==> config.mk <==
export PLATFORM = sky130hd
export DESIGN_NAME = mvw_ctrl
export DESIGN_NICKNAME = d
export VERILOG_FILES = /design/src/hdl/mvw_pkg.sv /design/src/hdl/mvw_ctrl.sv
export SDC_FILE = /design/constraint.sdc
export NUM_CORES = 1
export LEC_CHECK = 0
export ABC_AREA = 1
export BUFFER_PORTS_ARGS = -buffer_cell sky130_fd_sc_hd__buf_2
export CORE_AREA = 2 2 39 41
export DETAILED_ROUTE_END_ITERATION = 8
export DIE_AREA = 0 0 41 43
export SLEW_MARGIN = 20
export SYNTH_ARGS = -nofsm -noshare
export SYNTH_HDL_FRONTEND = slang
export SYNTH_SLANG_ARGS = --single-unit
==> constraint.sdc <==
create_clock -name clk_i -period 0.85 [get_ports clk_i]
set_input_delay 0.0425 -clock clk_i [delete_from_list [all_inputs] [get_ports clk_i]]
set_output_delay 0.0425 -clock clk_i [all_outputs]
set_load 0.005 [all_outputs]
==> src/hdl/mvw_pkg.sv <==
package mvw_pkg;

  localparam int unsigned COORD_W = 24;
  localparam int unsigned IDX_W   = 13;
  localparam int unsigned TOL_W   = 52;
  localparam int unsigned SQ_W    = 50;
  localparam int unsigned CFG_IDX_W = 1;

  typedef enum logic [1:0] {
    OP_BEGIN = 2'd0,
    OP_NODE  = 2'd1,
    OP_FACE  = 2'd2,
    OP_NONE  = 2'd3
  } op_e;

  typedef enum logic [1:0] {
    STATUS_OK       = 2'd0,
    STATUS_FULL     = 2'd1,
    STATUS_UNMAPPED = 2'd2,
    STATUS_RSVD     = 2'd3
  } status_e;

  typedef enum logic [CFG_IDX_W-1:0] {
    CFG_WELD_ENABLE  = 1'b0,
    CFG_TOLERANCE_SQ = 1'b1
  } cfg_idx_e;

  typedef enum logic [2:0] {
    ST_IDLE,
    ST_SCAN,
    ST_COMMIT,
    ST_FACE_RD,
    ST_FACE_WB,
    ST_DONE
  } state_e;

  typedef struct packed {
    logic [1:0]                op;
    logic signed [COORD_W-1:0] coord_x;
    logic signed [COORD_W-1:0] coord_y;
    logic signed [COORD_W-1:0] coord_z;
    logic [IDX_W-1:0]          face_ref;
  } in_t;

  typedef struct packed {
    logic [IDX_W-1:0] merged_index;
    logic             is_duplicate;
    logic [1:0]       status;
  } out_t;

  typedef struct packed {
    logic capture;
    logic begin_surf;
    logic zero_res;
    logic scan_start;
    logic commit;
    logic face_rd;
    logic face_wb;
    logic out_load;
  } cmd_t;

  typedef struct packed {
    logic scan_done;
    logic out_free;
  } sts_t;

endpackage

==> src/hdl/mvw_ctrl.sv <==
module mvw_ctrl (
  input  logic              clk_i,
  input  logic              rst_ni,
  input  logic              in_valid_i,
  input  logic [1:0]        in_op_i,
  input  mvw_pkg::sts_t     sts_i,
  output logic              in_stall_o,
  output mvw_pkg::cmd_t     cmd_o
);

  mvw_pkg::state_e state_q, state_d;
  logic accept;

  assign in_stall_o = (state_q != mvw_pkg::ST_IDLE);
  assign accept     = in_valid_i && (state_q == mvw_pkg::ST_IDLE);

  always_ff @(posedge clk_i or negedge rst_ni) begin
    if (!rst_ni) begin
      state_q <= mvw_pkg::ST_IDLE;
    end else begin
      state_q <= state_d;
    end
  end

  always_comb begin
    state_d = state_q;
    unique case (state_q)
      mvw_pkg::ST_IDLE: begin
        if (accept) begin
          unique case (mvw_pkg::op_e'(in_op_i))
            mvw_pkg::OP_NODE: state_d = mvw_pkg::ST_SCAN;
            mvw_pkg::OP_FACE: state_d = mvw_pkg::ST_FACE_RD;
            default:          state_d = mvw_pkg::ST_DONE;
          endcase
        end
      end
      mvw_pkg::ST_SCAN:    if (sts_i.scan_done) state_d = mvw_pkg::ST_COMMIT;
      mvw_pkg::ST_COMMIT:  state_d = mvw_pkg::ST_DONE;
      mvw_pkg::ST_FACE_RD: state_d = mvw_pkg::ST_FACE_WB;
      mvw_pkg::ST_FACE_WB: state_d = mvw_pkg::ST_DONE;
      mvw_pkg::ST_DONE:    if (sts_i.out_free) state_d = mvw_pkg::ST_IDLE;
      default:             state_d = mvw_pkg::ST_IDLE;
    endcase
  end

  always_comb begin
    cmd_o = '0;
    unique case (state_q)
      mvw_pkg::ST_IDLE: begin
        cmd_o.capture    = accept;
        cmd_o.begin_surf = accept && (in_op_i == mvw_pkg::OP_BEGIN);
        cmd_o.scan_start = accept && (in_op_i == mvw_pkg::OP_NODE);
        cmd_o.zero_res   = accept && (in_op_i == mvw_pkg::OP_NONE);
      end
      mvw_pkg::ST_SCAN:    ;
      mvw_pkg::ST_COMMIT:  cmd_o.commit   = 1'b1;
      mvw_pkg::ST_FACE_RD: cmd_o.face_rd  = 1'b1;
      mvw_pkg::ST_FACE_WB: cmd_o.face_wb  = 1'b1;
      mvw_pkg::ST_DONE:    cmd_o.out_load = sts_i.out_free;
      default:             ;
    endcase
  end

endmodule

==> summary.md, run 1 <==
| Metric | Value |
|---|---|
| Vias in the first global route | `between 300 and 400` |
| Largest vdd supply drop | `around 0.00080 V` |
| GRT Util Overall | `9.75%` |
| Crit Path Max Fanout | `4` |
| Antenna diodes | `0` |
| Cell taking the most area after synthesis | `dfrtp_1` |
| Total number of vias | `around 360` |
| Ratio of cells with drive above 1 in the final layout | `54.7%` |
| Initial Utilization | `a little over a fifth` |
| Worst-path clk slew | `~0.04 ns` |
| Minimum clock period | `around 1.2 ns` |
| Post-Syn Instances | `46` |
| TritonCTS buffer count | `3` |
| Num rows | `14` |
| DRC errors left | `0` |
| Hold Crit Class | `in -> async` |
| Buf/Inv on CP | `1` |
| Placed Area | `around 420 um2` |
| Final nets | `just under 90` |
| CP Class | `reg -> out` |
| Synthesized net count | `57` |
| Final slew viol count | `0` |
| Via density | `3.97` |
| Post-synth EDFFs | `0` |
| Max stage delay on crit path | `0.44 ns` |
| First-pass GRT wire length | `1120 um` |
| Routed len/inst | `between 8 and 9 um` |
| Final period util | `136%` |
| TritonRoute pass-1 iters | `4` |
| DRT iter0 DRCs | `4` |
| Largest Register | `state_q` |
| Root Driver | `clkbuf_4` |
| Final Setup Violations | `12` |
| DP Cell Count | `80` |
| CTS tree | `done` |
| Max clock buf depth | `2` |
| Syn. warnings | `0` |
| Crit end category | `output pin` |
| Failing checks | `setup timing` |
| Cell variety after synth | `15` |
| Sequential element share of the synthesized area | `approximately 25%` |
| CP Data Required Time | `0.81 ns` |
| Ranking of synthesized cells by area | `dfrtp_1 25%, ha_1 17%, nand2_1 15%` |
| Design area | `~550 um2` |
| Final hold slack | `approximately 0.14 ns` |
| Die Wd | `slightly above 40 um` |
| Regs by FF count | `state_q (3)` |
| Final WL | `just over 800 um` |
| Worst-skew pair later-pin latency | `approximately 0.23 ns` |
| Synth top area share | `about a quarter` |
| RePlAce Congestion | `just under 0.7` |
| Layout Cells excl Fill | `a little over 90` |
| # clock sinks | `3` |
| Max Cap Violations | `0` |
| P_leak | `0.324 nW` |
| P&R area growth vs syn | `85.2%` |
| Commonest cells post-synth | `12 x nand2_1, 8 x inv_1, 6 x nor2_1, 4 x ha_1, 3 x dfrtp_1` |
| Rel. slew slack | `between 80% and 90%` |
| Crit path max-delay family | `flip-flops` |
| Top-count cell post-synth | `nand2_1` |
| Cell Chain, Critical Path | `nor2_4 -> nand3_2 -> nor2_1 -> buf_2` |
| Slowest cell on the critical path | `dfrtp_2` |
| WP data arrival | `1.11 ns` |
| Post-DRT Antenna Nets | `0` |
| Initial antenna violation count | `0` |
| Grt total ovfl | `0` |
| Worst Clk Skew | `0.00111 ns` |
| Die height | `about 43 um` |
| #FFs+latches synth | `3` |
| Post-synth top flop | `dfrtp_1` |
| Die area | `between 1500 and 2000 um2` |
| Largest net degree at the start of global routing | `8` |
| Core area | `1380 um2` |
| Mapped cell area | `297 um2` |
| Type of origin of the critical path | `flip-flop` |
| DP Worst Slack | `-0.155 ns` |
| H-Tree Depth | `1` |
| RSZ-0062 raised after global routing | `yes` |
| Post-synth ARST share | `100%` |
| P per Cell Area | `about 3000 nW/um2` |
| Post-DP HPWL | `roughly 530 um` |
| Largest register FFs | `3` |
| Fmax | `between 800 and 900 MHz` |
| Fin. Hold Viols | `0` |
| Status | `finished with violations` |
| Worst-margin pin slew | `about 0.20 ns` |
| Syn_area_per_cell | `around 6.4 um2` |
| Fin worst setup slack | `-0.307 ns` |
| Num ports | `16` |
| Port buffer count | `15` |
==> per-layer routing <==
metal | track usage, % | vias up | wire length [um]
li1 | - | 199 | -
met2 | 17.2 | 11 | 443
met3 | 3.14 | 0 | 38
met1 | 7.74 | 151 | 332
met5 | 0 | - | 0
met4 | 8.00 | 0 | 0
==> placed cells by master (no fill, tap or decap), types with 2 or more instances in the layout <==
| cell type | instances |
|---|---|
| nand2_1 | 9 |
| nand2_2 | 2 |
| buf_6 | 2 |
| dfrtp_2 | 3 |
| inv_1 | 8 |
| ha_1 | 4 |
| clkbuf_4 | 3 |
| buf_2 | 15 |
| buf_4 | 8 |
| nor2_1 | 6 |
| nand3_2 | 2 |
==> cells by family after synthesis <==
family,count (synthesis),synth area share [%]
compound gates,2,3.37
fa+ha+maj,4,16.9
buf+inv,11,15.2
flops,3,25.3
simple gates,26,39.2
==> worst reg2reg max path, cell delays in order, from the launching register on <==
cell and delay, ns:
dfrtp_2 0.44, nor2_4 0.13, buf_4 0.11, buf_4 0.11
nand3_4 0.08, nand2_2 0.07, nand2_1 0.05, nand2_1 0.05
==> worst paths after layout <==
| check | cells after the start | end | start | slack, ns |
|---|---|---|---|---|
| max in group asynchronous | 2 | state_q[1] | rst_ni | 0.60 |
| setup reg to reg | 7 | state_q[0] | state_q[2] | -0.27 |
| hold reg to reg | 2 | state_q[0] | state_q[0] | 0.60 |
| setup / recovery | 4 | cmd_o[5] | state_q[2] | -0.31 |
| min in group clk_i | 4 | state_q[2] | sts_i[0] | 0.19 |
| hold / removal | 2 | state_q[2] | rst_ni | 0.14 |
==> stage by stage <==
stage / TNS, ns / util [%] / power, W
6_report: -3.19 / 39.7 / 0.00166
5_1_grt: -3.99 / 39.7 / 0.00182
4_1_cts: -2.90 / 37.3 / 0.00150
3_5_place_dp: -1.18 / 30.3 / 0.000989
3_3_place_gp: -1.15 / 30.3 / 0.000990
2_1_floorplan: -0.123 / - / 0.000784
==> what timing repair did <==
item	CTS	global route
endpoints found under the hold margin	3	0
pin swaps	3	4
hold buffers	1	0
endpoints found under the setup margin	12	12
gates resized for setup	9	4
buffers inserted	4	2
==> area by class of cell <==
cell class                 instances  area, um2
fill                             146        835
tap                               16       20.0
multi-input combinational         32        216
sequential                         3       78.8
clock buffer                       4       26.3
inverter                          10       40.0
timing repair buffer              26        168
==> where the power goes <==
| part | total, W | switching, W | internal [W] |
|---|---|---|---|
| combinational | 0.00105 | 0.000494 | 0.000554 |
| clock | 0.000243 | 0.0000676 | 0.000176 |
| sequential | 0.000370 | 0.000147 | 0.000223 |
(Power assumes the default switching activity.)
==> run 2: changes to the inputs <==
--- a/config.mk
+++ b/config.mk
@@ -14,3 +14,4 @@
 export SYNTH_ARGS = -nofsm -noshare
 export SYNTH_HDL_FRONTEND = slang
 export SYNTH_SLANG_ARGS = --single-unit
+export TNS_END_PERCENT = 20
==> run 2 against run 1 <==
- the flow still finishes with violations (setup timing)
- clock-buffer cell count is the same
- power shrank 6.0%
- combinational power shrank 9%
- critical path depth is the same
- worst hold slack lost 0.0086 ns
- non-clock buffer count shrank 2
- maximum frequency is essentially flat
- sequential share of layout area grew 0.27 points
- die area is the same
- largest cell class unchanged
==> summary.md, run 2 (same netlist as run 1, synthesis figures left out) <==
| Metric | Value |
|---|---|
| TritonCTS buffer count | `3 (unchanged)` |
| Die height | `43 um (unchanged)` |
| Met2 GRT Util | `13.1% (-4.1 points)` |
| Initial Utilization | `21.4% (unchanged)` |
| Worst-margin pin slew | `0.169 ns (-0.0269 ns)` |
| Routed len/inst | `7.89 um (-12%)` |
| RePlAce Congestion | `0.664 (-2.5%)` |
| Crit end category | `output pin` |
| Hold Crit Class | `in -> async` |
| Die area | `1760 um2 (unchanged)` |
| Via density | `4.11 (+3.7%)` |
| Largest vdd supply drop | `0.000758 V (-5.6%)` |
| Status | `finished with violations` |
| Post-DRT Antenna Nets | `0 (unchanged)` |
| Total power | `0.00156 W (-6.0%)` |
| Root Driver | `clkbuf_4` |
| P_leak | `0.309 nW (-4.7%)` |
| Final nets | `85 (-2.3%)` |
| Port buffer count | `15 (unchanged)` |
| Post-DP HPWL | `560 um (+6.1%)` |
| Rel. slew slack | `88.7% (+1.8 points)` |
| Final hold slack | `0.128 ns (-0.00861 ns)` |
| Regs by FF count | `state_q (3)` |
| Max clock buf depth | `2 (unchanged)` |
| Ratio of cells with drive above 1 in the final layout | `54.8% (+0.13 points)` |
| Minimum clock period | `1.16 ns (+0.000684 ns)` |
| Fin worst setup slack | `-0.308 ns (-0.000684 ns)` |
| Max Cap Violations | `0 (unchanged)` |
| Global routing's busiest layer | `met2` |
| Largest net degree at the start of global routing | `7 (-1)` |
| Largest Register | `state_q` |
| Multi-input combinational cell area | `225 um2 (+4.0%)` |
| DRC errors left | `0 (unchanged)` |
| Largest register FFs | `3 (unchanged)` |
| First-pass GRT wire length | `1100 um (-1.8%)` |
| Failing checks | `setup timing` |
| Met1 usage | `12.6% (+4.9 points)` |
| Fin. Hold Viols | `0 (unchanged)` |
| WP data arrival | `1.12 ns (about the same)` |
| TritonRoute pass-1 iters | `1 (-3)` |
| Worst-skew pair later-pin latency | `0.23 ns (about the same)` |
| Num ports | `16 (unchanged)` |
| CTS tree | `done` |
| CP Data Required Time | `0.81 ns (about the same)` |
| Final period util | `136% (about the same)` |
| Vias in the first global route | `304 (-8.4%)` |
| H-Tree Depth | `1 (unchanged)` |
| DRT iter0 DRCs | `0 (-4)` |
| Worst-path clk slew | `0.04 ns (about the same)` |
| GRT Util Overall | `9.36% (-0.39 points)` |
| Die Wd | `41 um (unchanged)` |
| P&R area growth vs syn | `81.9%` |
| Worst Clk Skew | `0.00448 ns (+0.00337 ns)` |
| Sequential Area | `78.8 um2 (unchanged)` |
| Total number of vias | `366 (+1.4%)` |
| Antenna diodes | `0 (unchanged)` |
| Final WL | `702 um (-14%)` |
| Core area | `1380 um2 (unchanged)` |
| P per Cell Area | `2890 nW/um2 (-4.3%)` |
| Grt total ovfl | `0 (unchanged)` |
| Met3 Track Usage GR | `1.57% (-1.6 points)` |
| # clock sinks | `3 (unchanged)` |
| Type of origin of the critical path | `flip-flop` |
| CP Class | `reg -> out` |
| Most frequent cells in the layout | `15 x buf_2, 11 x nand2_1, 8 x inv_1, 7 x buf_4` |
| FILL cells | `159 (+8.9%)` |
| Initial antenna violation count | `0 (unchanged)` |
| Fmax | `864 MHz (about the same)` |
| RSZ-0062 raised after global routing | `yes` |
| Num rows | `14 (unchanged)` |
| Final slew viol count | `0 (unchanged)` |
| Commonest non-fill, non-tap cell in the layout | `buf_2` |
| Final Setup Violations | `12 (unchanged)` |
| Crit Path Max Fanout | `5 (+1)` |
[run 2: cell types whose count changed in the layout (fill, tap and decap cells not counted), moves of 2 or more]
cell     before  now
nand2_1       9   11
nand3_2       2    0
nor2_1        6    4
nor2_2        0    2
[run 2: area by class of cell]
class | count | area share, %
multi-input combinational | 32 | 41.8
timing repair buffer | 24 | 27.6
sequential | 3 | 14.6
inverter | 10 | 7.42
clock buffer | 4 | 4.87
tap | 16 | 3.71
[run 2: per-stage QoR]
step / util [%] / instance area (um2) / setup TNS [ns] / setup WS (ns) / instances
final: 39.0 / 539 / -3.06 / -0.308 / 89
after global placement: 30.8 / 427 / -1.25 / -0.166 / 81
after floorplan: - / 305 / -0.132 / -0.0558 / 46
after detailed placement: 30.8 / 427 / -1.38 / -0.179 / 81
after global routing: 39.0 / 539 / -3.91 / -0.389 / 89
after CTS: 36.6 / 507 / -3.18 / -0.334 / 89
[run 2: worst max-delay path: stages (launching register included)]
cell and delay, ns:
dfrtp_2 0.44, nor2_4 0.15, nand3_4 0.09, nor2_1 0.10
buf_2 0.11
[run 2: final timing paths]
check,from,end,slack [ns],depth (start not counted)
max in group asynchronous,rst_ni,state_q[1],0.60,2
min in group clk_i,sts_i[0],state_q[2],0.16,4
hold / removal,rst_ni,state_q[0],0.13,2
hold reg to reg,state_q[1],state_q[0],0.64,3
setup / recovery,state_q[1],cmd_o[6],-0.31,4
setup reg to reg,state_q[0],state_q[1],-0.20,5
[run 2: repair_timing]
item | 4_1_cts | 5_1_grt
pin swaps | 2 | 3
endpoints found under the setup margin | 12 | 12
hold buffers | 1 | 0
gates cloned | 0 | 0
setup buffers | 3 | 0
resized for setup | 6 | 7
hold endpoints to repair | 3 | 0
[run 2: power by group]
part	internal, W	leakage (nW)	switching [W]	total, W
logic	0.000480	0.260	0.000480	0.000960
registers	0.000223	0.0339	0.000129	0.000352
clock network	0.000176	0.0150	0.0000717	0.000247
[run 2: routing by layer]
layer | share of wire (%) | vias to the layer above
li1 | - | 193
met1 | 44 | 156
met2 | 46 | 15
met3 | 6.7 | 2
met4 | 2.7 | 0
met5 | 0 | -
==> run 3: changes to the inputs <==
--- a/config.mk
+++ b/config.mk
@@ -8,6 +8,7 @@
 export ABC_AREA = 1
 export BUFFER_PORTS_ARGS = -buffer_cell sky130_fd_sc_hd__buf_2
 export CORE_AREA = 2 2 39 41
+export CTS_BUF_LIST = sky130_fd_sc_hd__clkbuf_8
 export DETAILED_ROUTE_END_ITERATION = 8
 export DIE_AREA = 0 0 41 43
 export SLEW_MARGIN = 20
==> run 3 against run 2 <==
- the run still ends with setup timing left
- clock power grew 61%
- worst hold slack gained 0.020 ns
- critical path type unchanged
- largest power group unchanged
- sequential power is essentially flat
- wire length grew 8.7%
- clock-buffer cell count shrank 1
- non-clock buffer count grew 2
- first-iteration DRC count grew 4
==> summary.md, run 3 (same netlist as run 1, synthesis figures left out) <==
| Metric | Value |
|---|---|
| Status | `finished with violations` |
| Failing checks | `setup timing` |
| Internal power | `0.00109 W (+24%)` |
| First-pass GRT wire length | `1210 um (+10%)` |
| TritonRoute pass-1 iters | `3 (+2)` |
| Final Setup Violations | `12 (unchanged)` |
| Type of origin of the critical path | `flip-flop` |
| # clock sinks | `3 (unchanged)` |
| RePlAce Congestion | `0.664 (unchanged)` |
| Worst R2R Start | `state_q[2]` |
| Post-DP HPWL | `560 um (unchanged)` |
| Worst-margin pin slew | `0.169 ns (unchanged)` |
| Via density | `4.16 (+1.3%)` |
| WP depth | `4 (unchanged)` |
| Largest net degree at the start of global routing | `8 (+1)` |
| Max stage delay on crit path | `0.45 ns (about the same)` |
| DRC errors left | `0 (unchanged)` |
| Final nets | `87 (+2.4%)` |
| Sequential share of power | `19.1% (-3.5 points)` |
| Largest vdd supply drop | `0.000849 V (+12%)` |
| Core area | `1380 um2 (unchanged)` |
| Root Driver | `clkbuf_8` |
| Setup slack, reg-to-reg | `-0.16 ns (+0.04 ns)` |
| Grt total ovfl | `0 (unchanged)` |
| DRT iter0 DRCs | `4 (+4)` |
| Num ports | `16 (unchanged)` |
| Max clock buf depth | `2 (unchanged)` |
| CP Data Required Time | `0.81 ns (about the same)` |
| Die Wd | `41 um (unchanged)` |
| CP Class | `reg -> out` |
| Slowest cell on the critical path | `dfrtp_2` |
| Die height | `43 um (unchanged)` |
| Largest Register | `state_q` |
| WP data arrival | `1.11 ns (about the same)` |
| Worst-skew pair later-pin latency | `0.21 ns (-0.02 ns)` |
| P&R area growth vs syn | `94.5%` |
| Antenna diodes | `0 (unchanged)` |
| Switch share | `40.1% (-3.5 points)` |
| Crit. Startpoint | `state_q[0]` |
| Logic pwr share | `59.1% (-2.4 points)` |
| Fin worst setup slack | `-0.302 ns (+0.00638 ns)` |
| P per Cell Area | `3160 nW/um2 (+9.4%)` |
| Worst-path clk slew | `0.03 ns (about the same)` |
| R2r worst-path depth | `5 (unchanged)` |
| Crit end category | `output pin` |
| Sw power | `0.000732 W (+7.5%)` |
| Crit path max-delay family | `flip-flops` |
| Layout Cells excl Fill | `91 (+2.2%)` |
| P_leak | `0.332 nW (+7.7%)` |
| CP Capture Point | `cmd_o[5]` |
| Worst Clk Skew | `0.00309 ns (-0.00140 ns)` |
| Regs by FF count | `state_q (3)` |
| Final period util | `135% (-0.75 points)` |
| H-Tree Depth | `1 (unchanged)` |
| Total number of vias | `379 (+3.6%)` |
| Fin. Hold Viols | `0 (unchanged)` |
| Final hold slack | `0.148 ns (+0.0199 ns)` |
| Final WL | `763 um (+8.7%)` |
| GRT Util Overall | `10.8% (+1.4 points)` |
| Vias in the first global route | `330 (+8.6%)` |
| Cell Chain, Critical Path | `inv_4 -> nand3_2 -> nor2_1 -> buf_2` |
| Max Cap Violations | `0 (unchanged)` |
| Num rows | `14 (unchanged)` |
| Routed len/inst | `8.38 um (+6.3%)` |
| Die area | `1760 um2 (unchanged)` |
| CTS tree | `done` |
| TritonCTS buffer count | `3 (unchanged)` |
| FILL cells | `150 (-5.7%)` |
| Post-DRT Antenna Nets | `0 (unchanged)` |
| Commonest non-fill, non-tap cell in the layout | `buf_2` |
| Fmax | `868 MHz (+0.55%)` |
| Crit Path Max Fanout | `6 (+1)` |
| Clock power share | `21.8% (+5.9 points)` |
| Initial antenna violation count | `0 (unchanged)` |
| Ratio of cells with drive above 1 in the final layout | `57.3% (+2.5 points)` |
| Final slew viol count | `0 (unchanged)` |
| Largest register FFs | `3 (unchanged)` |
| Reg-to-Reg End | `state_q[0]` |
| Rel. slew slack | `88.7% (unchanged)` |
| RSZ-0062 raised after global routing | `yes` |
| Minimum clock period | `1.15 ns (-0.00638 ns)` |
| Most frequent cells in the layout | `15 x buf_2, 9 x nand2_1, 9 x inv_1, 8 x buf_4, 5 x nor2_1` |
| Buf/Inv on CP | `2 (+1)` |
| Initial Utilization | `21.4% (unchanged)` |
| Port buffer count | `15 (unchanged)` |
| DP Cell Count | `81 (unchanged)` |
| Hold Crit Class | `in -> async` |
==> run 3: cell count changes in the layout (fill, tap and decap cells not counted), moves of 2 or more <==
cell | previous run | this run
clkbuf_8 | 0 | 3
clkbuf_4 | 3 | 0
nand2_2 | 1 | 3
nand2_1 | 11 | 9
nor2_2 | 2 | 0
==> run 3: layer usage <==
metal	track usage (%)	routed length [um]	vias up	part of all wire (%)
met5	0	0	-	0
met4	8.00	8	0	1.0
met3	4.71	50	2	6.6
met2	14.1	372	15	49
met1	13.3	332	166	44
li1	-	-	196	-
==> run 3: power by group through the flow <==
stage	clock network, W	registers (W)	logic (W)
after floorplan	0	0.000273	0.000511
after global placement	0	0.000326	0.000695
after detailed placement	0	0.000329	0.000699
after CTS	0.000406	0.000352	0.000938
after global routing	0.000423	0.000370	0.00120
final	0.000398	0.000349	0.00108
==> run 3: worst min path at each step <==
stage / slack (ns) / depth (start not counted) / to
2_1_floorplan: -0.25 / 0 / state_q[0]
3_3_place_gp: -0.16 / 1 / state_q[0]
3_5_place_dp: -0.16 / 1 / state_q[1]
4_1_cts: 0.15 / 2 / state_q[2]
5_1_grt: 0.17 / 2 / state_q[0]
6_report: 0.15 / 2 / state_q[0]
==> run 3: timing repair <==
action                                 in CTS  in global routing
hold buffers                                1                  0
resized for setup                          10                  5
endpoints found under the hold margin       3                  0
pin swaps                                   2                  2
setup buffers                               3                  2
cloned                                      0                  0
setup endpoints to repair                  12                 12
==> run 3: area by class of cell <==
class,count,area [um2],share of cell area (%)
Clock buffer,3,41.3,7.16
Clock inverter,1,3.75,0.651
Inverter,10,40.0,6.94
Multi-Input combinational cell,32,225,39.0
Sequential cell,3,78.8,13.7
Tap cell,16,20.0,3.47
Timing Repair Buffer,26,168,29.1
==> run 3: stage by stage <==
stage	TNS [ns]	total power, W	setup WS [ns]	instance area [um2]	utilization, %
2_1_floorplan	-0.132	0.000784	-0.0558	305	-
3_3_place_gp	-1.25	0.00102	-0.166	427	30.8
3_5_place_dp	-1.38	0.00103	-0.179	427	30.8
4_1_cts	-2.96	0.00170	-0.314	544	39.3
5_1_grt	-3.57	0.00199	-0.385	577	41.7
6_report	-2.80	0.00183	-0.302	577	41.7
==> run 3: worst reg2reg max path, delay by kind of cell, from the launching register on <==
| family | cells | cell delay [ns] |
|---|---|---|
| buf+inv | 1 | 0.13 |
| flops | 1 | 0.43 |
| simple gates | 4 | 0.34 |
